File: config.mk
export PLATFORM = sky130hd
export DESIGN_NAME = half_single_float_converter
export DESIGN_NICKNAME = d
export VERILOG_FILES = /design/src/hdl/hfsc_pkg.sv /design/src/hdl/half_single_float_converter.sv
export SDC_FILE = /design/constraint.sdc
export NUM_CORES = 1
export LEC_CHECK = 0
export BUFFER_PORTS_ARGS = -buffer_cell sky130_fd_sc_hd__clkbuf_2
export CORE_ASPECT_RATIO = 0.8
export CORE_MARGIN = 5
export CORE_UTILIZATION = 52
export DETAILED_ROUTE_END_ITERATION = 8
export PLACE_DENSITY = 0.86
export SETUP_SLACK_MARGIN = 0.3
export SYNTH_ARGS = -nofsm -noshare
export SYNTH_HDL_FRONTEND = slang
export SYNTH_SLANG_ARGS = --single-unit
File: constraint.sdc
create_clock -name clk_i -period 3 [get_ports clk_i]
set_input_delay 0.6 -clock clk_i [delete_from_list [all_inputs] [get_ports clk_i]]
set_output_delay 0.6 -clock clk_i [all_outputs]
set_load 0.005 [all_outputs]
File: src/hdl/hfsc_pkg.sv
// Package: types, constants and helpers of the half/single converter.
package hfsc_pkg;

  localparam int unsigned WordW   = 32;
  localparam int unsigned HManW   = 10;
  localparam int unsigned SManW   = 23;
  localparam int unsigned SExpW   = 8;
  localparam int unsigned HExpW   = 5;
  localparam int unsigned ShamtW  = 4;

  localparam logic [SExpW-1:0] SBias      = 8'd127;
  localparam logic [SExpW-1:0] HToSBias   = 8'd112;  // 127 - 15
  localparam logic [SExpW-1:0] SSubLow    = 8'd103;  // exponent -24
  localparam logic [SExpW-1:0] SNormLow   = 8'd113;  // exponent -14
  localparam logic [SExpW-1:0] SNormHigh  = 8'd142;  // exponent 15
  localparam logic [SExpW-1:0] SExpMax    = 8'hFF;
  localparam logic [HExpW-1:0] HExpMax    = 5'h1F;

  localparam logic [WordW-1:0] SQnanCanon = 32'h7FC0_0000;
  localparam logic [WordW-1:0] SSnanOut   = 32'h7F80_0001;

  localparam logic CMD_H2S = 1'b0;
  localparam logic CMD_S2H = 1'b1;

  typedef enum logic [2:0] {
    CLS_ZERO,
    CLS_SUB,
    CLS_NORM,
    CLS_INF,
    CLS_NAN
  } cls_e;

  typedef struct packed {
    logic              cmd;
    cls_e              cls;
    logic [ShamtW-1:0] shamt;
    logic [WordW-1:0]  operand;
  } s1_t;

  typedef struct packed {
    logic              cmd;
    cls_e              cls;
    logic [ShamtW-1:0] shamt;
    logic [HManW-1:0]  mant;
    logic [WordW-1:0]  operand;
  } s2_t;

  // Leading zeros of a nonzero 10-bit mantissa.
  function automatic logic [ShamtW-1:0] lzc10(input logic [HManW-1:0] m);
    logic [ShamtW-1:0] n;
    n = '0;
    for (int i = 0; i < HManW; i++) begin
      if (m[i]) begin
        n = ShamtW'(HManW - 1 - i);
      end
    end
    return n;
  endfunction

endpackage

File: src/hdl/half_single_float_converter.sv
// Top level: pipelined binary16 <-> binary32 bit-pattern converter.
// Stages: decode, shift, assemble; each stage registers its result.
// Throughput: one beat per cycle while out_stall_i is low; stages advance independently, so bubbles
// are squeezed out and in_stall_o rises only when all three stages are full and out_stall_i is high.
// Reset: rst_ni asynchronously clears the stage valid bits; data regs are not reset.
module half_single_float_converter (
  input  logic        clk_i,
  input  logic        rst_ni,
  input  logic        in_valid_i,
  output logic        in_stall_o,
  input  logic        cmd_i,
  input  logic [31:0] operand_i,
  output logic        out_valid_o,
  input  logic        out_stall_i,
  output logic [31:0] converted_o
);

  logic         s1_vld_q, s2_vld_q, out_vld_q;
  hfsc_pkg::s1_t s1_d, s1_q;
  hfsc_pkg::s2_t s2_d, s2_q;
  logic [31:0]  out_d, out_q;
  logic         en1, en2, en3;

  assign en3        = !out_vld_q || !out_stall_i;
  assign en2        = !s2_vld_q || en3;
  assign en1        = !s1_vld_q || en2;
  assign in_stall_o = !en1;

  // Stage 1: classify and find shift amount
  logic [hfsc_pkg::SExpW-1:0] s_exp;
  logic [hfsc_pkg::HExpW-1:0] h_exp;
  logic [hfsc_pkg::SManW-1:0] s_man;
  logic [hfsc_pkg::HManW-1:0] h_man;

  always_comb begin
    s_exp = operand_i[30:23];
    s_man = operand_i[22:0];
    h_exp = operand_i[14:10];
    h_man = operand_i[9:0];
    s1_d.cmd     = cmd_i;
    s1_d.operand = operand_i;
    s1_d.shamt   = '0;
    if (cmd_i == hfsc_pkg::CMD_H2S) begin
      if (h_exp == '0) begin
        s1_d.cls   = (h_man == '0) ? hfsc_pkg::CLS_ZERO : hfsc_pkg::CLS_SUB;
        s1_d.shamt = hfsc_pkg::lzc10(h_man);
      end else if (h_exp == hfsc_pkg::HExpMax) begin
        s1_d.cls = (h_man == '0) ? hfsc_pkg::CLS_INF : hfsc_pkg::CLS_NAN;
      end else begin
        s1_d.cls = hfsc_pkg::CLS_NORM;
      end
    end else begin
      if (s_exp < hfsc_pkg::SSubLow) begin
        s1_d.cls = hfsc_pkg::CLS_ZERO;
      end else if (s_exp < hfsc_pkg::SNormLow) begin
        s1_d.cls   = hfsc_pkg::CLS_SUB;
        s1_d.shamt = hfsc_pkg::ShamtW'(hfsc_pkg::HToSBias - s_exp);
      end else if (s_exp <= hfsc_pkg::SNormHigh) begin
        s1_d.cls = hfsc_pkg::CLS_NORM;
      end else if (s_exp != hfsc_pkg::SExpMax || s_man == '0) begin
        s1_d.cls = hfsc_pkg::CLS_INF;
      end else begin
        s1_d.cls = hfsc_pkg::CLS_NAN;
      end
    end
  end

  // Stage 2: subnormal shifts
  logic [hfsc_pkg::HManW:0] h_shl;
  logic [23:0]              s_shr;

  always_comb begin
    h_shl = {1'b0, s1_q.operand[9:0]} << ({1'b0, s1_q.shamt} + 5'd1);
    s_shr = {1'b1, s1_q.operand[22:0]} >> ({1'b0, s1_q.shamt} + 5'd14);
    s2_d.cmd     = s1_q.cmd;
    s2_d.cls     = s1_q.cls;
    s2_d.shamt   = s1_q.shamt;
    s2_d.operand = s1_q.operand;
    s2_d.mant    = (s1_q.cmd == hfsc_pkg::CMD_H2S) ? h_shl[9:0] : s_shr[9:0];
  end

  // Stage 3: assemble result
  logic                       sgn;
  logic [hfsc_pkg::SExpW-1:0] sub_exp;
  logic [hfsc_pkg::SExpW-1:0] h2s_exp;
  logic [hfsc_pkg::SExpW-1:0] s2h_exp;
  logic [hfsc_pkg::HManW-1:0] nan_m;

  always_comb begin
    sgn     = (s2_q.cmd == hfsc_pkg::CMD_H2S) ? s2_q.operand[15] : s2_q.operand[31];
    sub_exp = hfsc_pkg::HToSBias - {4'd0, s2_q.shamt};
    h2s_exp = {3'd0, s2_q.operand[14:10]} + hfsc_pkg::HToSBias;
    s2h_exp = s2_q.operand[30:23] - hfsc_pkg::HToSBias;
    nan_m   = s2_q.operand[22:13];
    if (s2_q.operand[22]) begin
      nan_m[9] = 1'b1;
    end else if (nan_m == '0) begin
      nan_m = 10'd1;
    end
    out_d = '0;
    if (s2_q.cmd == hfsc_pkg::CMD_H2S) begin
      case (s2_q.cls)
        hfsc_pkg::CLS_ZERO: out_d = {sgn, 31'd0};
        hfsc_pkg::CLS_SUB:  out_d = {sgn, sub_exp, s2_q.mant, 13'd0};
        hfsc_pkg::CLS_NORM: out_d = {sgn, h2s_exp, s2_q.operand[9:0], 13'd0};
        hfsc_pkg::CLS_INF:  out_d = {sgn, hfsc_pkg::SExpMax, 23'd0};
        hfsc_pkg::CLS_NAN:  out_d = s2_q.operand[9] ? hfsc_pkg::SQnanCanon
                                                    : hfsc_pkg::SSnanOut;
        default:            out_d = '0;
      endcase
    end else begin
      case (s2_q.cls)
        hfsc_pkg::CLS_ZERO: out_d = {16'd0, sgn, 15'd0};
        hfsc_pkg::CLS_SUB:  out_d = {16'd0, sgn, 5'd0, s2_q.mant};
        hfsc_pkg::CLS_NORM: out_d = {16'd0, sgn, s2h_exp[4:0], s2_q.operand[22:13]};
        hfsc_pkg::CLS_INF:  out_d = {16'd0, sgn, hfsc_pkg::HExpMax, 10'd0};
        hfsc_pkg::CLS_NAN:  out_d = {16'd0, sgn, hfsc_pkg::HExpMax, nan_m};
        default:            out_d = '0;
      endcase
    end
  end

  always_ff @(posedge clk_i or negedge rst_ni) begin
    if (!rst_ni) begin
      s1_vld_q  <= 1'b0;
      s2_vld_q  <= 1'b0;
      out_vld_q <= 1'b0;
    end else begin
      if (en1) s1_vld_q  <= in_valid_i;
      if (en2) s2_vld_q  <= s1_vld_q;
      if (en3) out_vld_q <= s2_vld_q;
    end
  end

  always_ff @(posedge clk_i) begin
    if (en1 && in_valid_i) s1_q  <= s1_d;
    if (en2 && s1_vld_q)   s2_q  <= s2_d;
    if (en3 && s2_vld_q)   out_q <= out_d;
  end

  assign out_valid_o = out_vld_q;
  assign converted_o = out_q;

endmodule

==> metrics.md <==
| Metric | Value |
|---|---|
| Share of layout cells above drive strength 1 | 24.8% |
| Reg power frac | 44.8% |
| Root Driver | clkbuf_16 |
| P_int | 3.66 mW |
| Largest cells by area after synthesis | edfxtp_1, mux4_2, mux2i_1 |
| Register area share after synthesis | 65.1% |
| Top_reg_cell synth | edfxtp_1 |
| Initial antenna violation count | 0 |
| TritonCTS clock tree | built |
| Vias per cell | 5.82 |
| End of the worst register-to-register path | converted_o[14] |
| F_max | 441 MHz |
| Gate power share | 9.7% |
| CP max stage cell | nor2b_1 |
| Slew HR | 43.3% |
| DRC | 0 |
| Cell area after technology mapping | 5420 um2 |
| Clk_skew | 0.00811 ns |
| Netlist cell types | 51 |
| Pleak | 2.44 nW |
| GRT overflow | 0 |
| Ys Warns | 0 |
| Delay-heaviest family, CP | simple AND/OR/NAND/NOR gates |
| Req. time, crit path | 3.24 ns |
| Post-Synthesis Cells | 407 |
| Asr flop ratio synth | 2.54% |
| Syn Area/Cell | 13.3 um2 |
| Die Area | 12600 um2 |
| Crit path buf inv count | 0 |
| Worst min-delay path class | primary input to flop |
| Detailed Routing Iterations Pass 1 | 5 |
| Final Max Slew Viols | 0 |
| Clock sinks | 118 |
| EDFF count, synth | 115 |
| Die Ht | 101 um |
| Crit path capture type | flop |
| Critical Path Source Type | flop |
| Minimum clock period | 2.27 ns |
| Measured slew at the worst slew-check pin | 0.849 ns |
| Core ar. | 10200 um2 |
| Fin crit share | 75.5% |
| Hpwl dp | 8.61 mm |
| Final Util | 64.3% |
| Worst slack at placement | 0.783 ns |
| CTS buffer count | 17 |
| Setup TNS | 0 ns |
| Antenna fix cells | 0 |
| Status | completed |
| IO buf count | 70 |
| Most frequent cells in the layout | edfxtp_1, clkbuf_2, o21ai_0 |
| Placed cell count | 606 |
| Commonest non-fill, non-tap cell in the layout | edfxtp_1 |
| Share of power burned in the clock network | 45.4% |
| Chip Width | 124 um |
| Crit Path Max Fanout | 19 |
| #FFs+latches synth | 118 |
| Largest area contributor in the netlist | edfxtp_1 |
| I/O pin count | 71 |
| Num rows | 33 |
| Global router's overall resource usage | 20.4% |
| Clock slew at reported path FFs | 0.05 ns |
| Antenna-violating nets left | 0 |
| Count of final hold-check violations | 0 |
| Final nets | 529 |
| Crit path cell chain | nor2b_1 -> a22oi_1 -> nor2_1 -> a31oi_1 -> o21ai_0 |
| Layout fillers | 771 |
| Clock Tree Buf Depth | 2 |
| R2R cell count | 5 |
| Clock Latency Late Sink | 0.41 ns |
| RSZ-0062 raised after global routing | false |
| Final setup fails | 0 |
| Initial Util | 53.1% |
| CTS H-tree lvls | 4 |
| MaxCap Viol Count | 0 |
| Layout overhead on the synthesized area | 21.1% |
| Final instance count without filler cells | 639 |
| Starting DRT DRC Count | 345 |
| Final worst slack | 0.735 ns |
| P per Cell Area | 720 nW/um2 |
| Hold Path Sink | s1_q[31] |
| Net Sw Frac | 22.5% |
| Post-Route WL | 11.8 mm |
| Via count | 3716 |
| Vias in the first global route | 3594 |
| Worst path max stage delay | 0.76 ns |
| Syn_nets | 450 |
| Max VDD drop | 0.431 mV |
| Worst Min Path Start | operand_i[31] |
| Global placement routability congestion | 0.928 |
| NetSw | 1.06 mW |
| Largest net degree at the start of global routing | 48 |
| Reg2Reg Launch Point | s2_q[46] |
| Kind of critical path | flop to flop |
| Hold path cells | 1 |
| R2r setup slk | 0.73 ns |
| PostCTS Resize Cnt | 0 |
| Wire per inst | 18.5 um |
| Top cell type's share of synthesized area | 63.7% |
| Arrival @ worst endpoint | 2.51 ns |
| Global-route wire length before repair | 19.0 mm |
==> power by group through the flow <==
| stage | registers (mW) | clock network (mW) | logic [mW] |
|---|---|---|---|
| floorplan | 2.10 | 0 | 0.301 |
| global placement | 2.14 | 0 | 0.440 |
| detailed placement | 2.15 | 0 | 0.454 |
| CTS | 2.11 | 2.18 | 0.459 |
| global route | 2.13 | 2.26 | 0.512 |
| finish | 2.12 | 2.15 | 0.459 |
==> state kept, by name, indices dropped and copies added, names as in the netlist <==
register     cells
s1_q            37
converted_o     31
s1_vld_q         1
s2_q            47
s2_vld_q         1
out_valid_o      1
==> layout make-up <==
type                       instances  area, um2  share of cell area, %
multi-input combinational        258       1760                   26.8
tap                              140        175                   2.67
inverter                          14       52.6                  0.801
clock buffer                      18        429                   6.54
clock inverter                    14        208                   3.17
sequential                       118       3530                   53.8
timing repair buffer              77        405                   6.18
==> worst register-to-register path: stages (launching register included) <==
cell      delay (ns)
edfxtp_1        0.72
nor2b_1         0.77
a22oi_1         0.21
nor2_1          0.14
a31oi_1         0.06
o21ai_0         0.21
==> logic make-up after synthesis <==
family / count (synthesis) / synth area share (%)
AO/OA/AOI/OAI: 102 / 12.4
flip-flops: 118 / 65.1
multiplexers: 25 / 6.47
buffers and inverters: 31 / 2.47
AND/OR/NAND/NOR: 120 / 11.2
XOR/XNOR: 5 / 0.947
adder cells (fa/ha/maj): 6 / 1.39
==> synth_stat cells (3+ instances only) <==
library cell	instances
nand2b_1	9
inv_1	13
nor3_1	8
a22o_1	3
nand2_1	28
o22ai_1	3
nand4_1	3
nor2_1	28
a21boi_0	5
nand3_1	12
nor2b_1	13
clkbuf_1	11
a211oi_1	5
o21ai_0	29
edfxtp_1	115
mux4_2	8
ha_1	6
xor2_1	3
o211ai_1	3
a22oi_1	18
a32oi_1	3
nor4_1	5
mux2i_1	17
dfrtp_1	3
a21oi_1	20
buf_4	4
==> routing by layer <==
layer / GRT usage (%) / share of wire [%]
met1: 28.2 / 43
met2: 30.8 / 46
met3: 4.63 / 8.9
met4: 9.93 / 2.3
met5: 0 / 0
==> worst max path at each step <==
stage,startpoint,endpoint,slack (ns),depth (start not counted)
after global placement,s1_q[32],s2_q[40],0.83,6
after CTS,s2_q[46],converted_o[14],0.77,5
after floorplan,out_stall_i,converted_o[0],0.45,1
after global routing,s2_q[46],converted_o[14],0.47,5
after detailed placement,s1_q[32],s2_q[40],0.78,6
final,s2_q[46],converted_o[14],0.73,5
==> repair_timing <==
| action | CTS | global route |
|---|---|---|
| hold buffers | 1 | 0 |
| hold endpoints to repair | 3 | 0 |
| setup buffers | 0 | 0 |
==> metrics by stage <==
step / hold WS (ns) / power, mW / cell area [um2]
global placement: 0.395 / 2.58 / 5910
CTS: 0.359 / 4.76 / 6560
global route: 0.366 / 4.90 / 6560
floorplan: 0.304 / 2.40 / 5420
detailed placement: 0.398 / 2.60 / 5910
finish: 0.376 / 4.72 / 6560
Note: power is estimated with default switching activity, not from simulation.
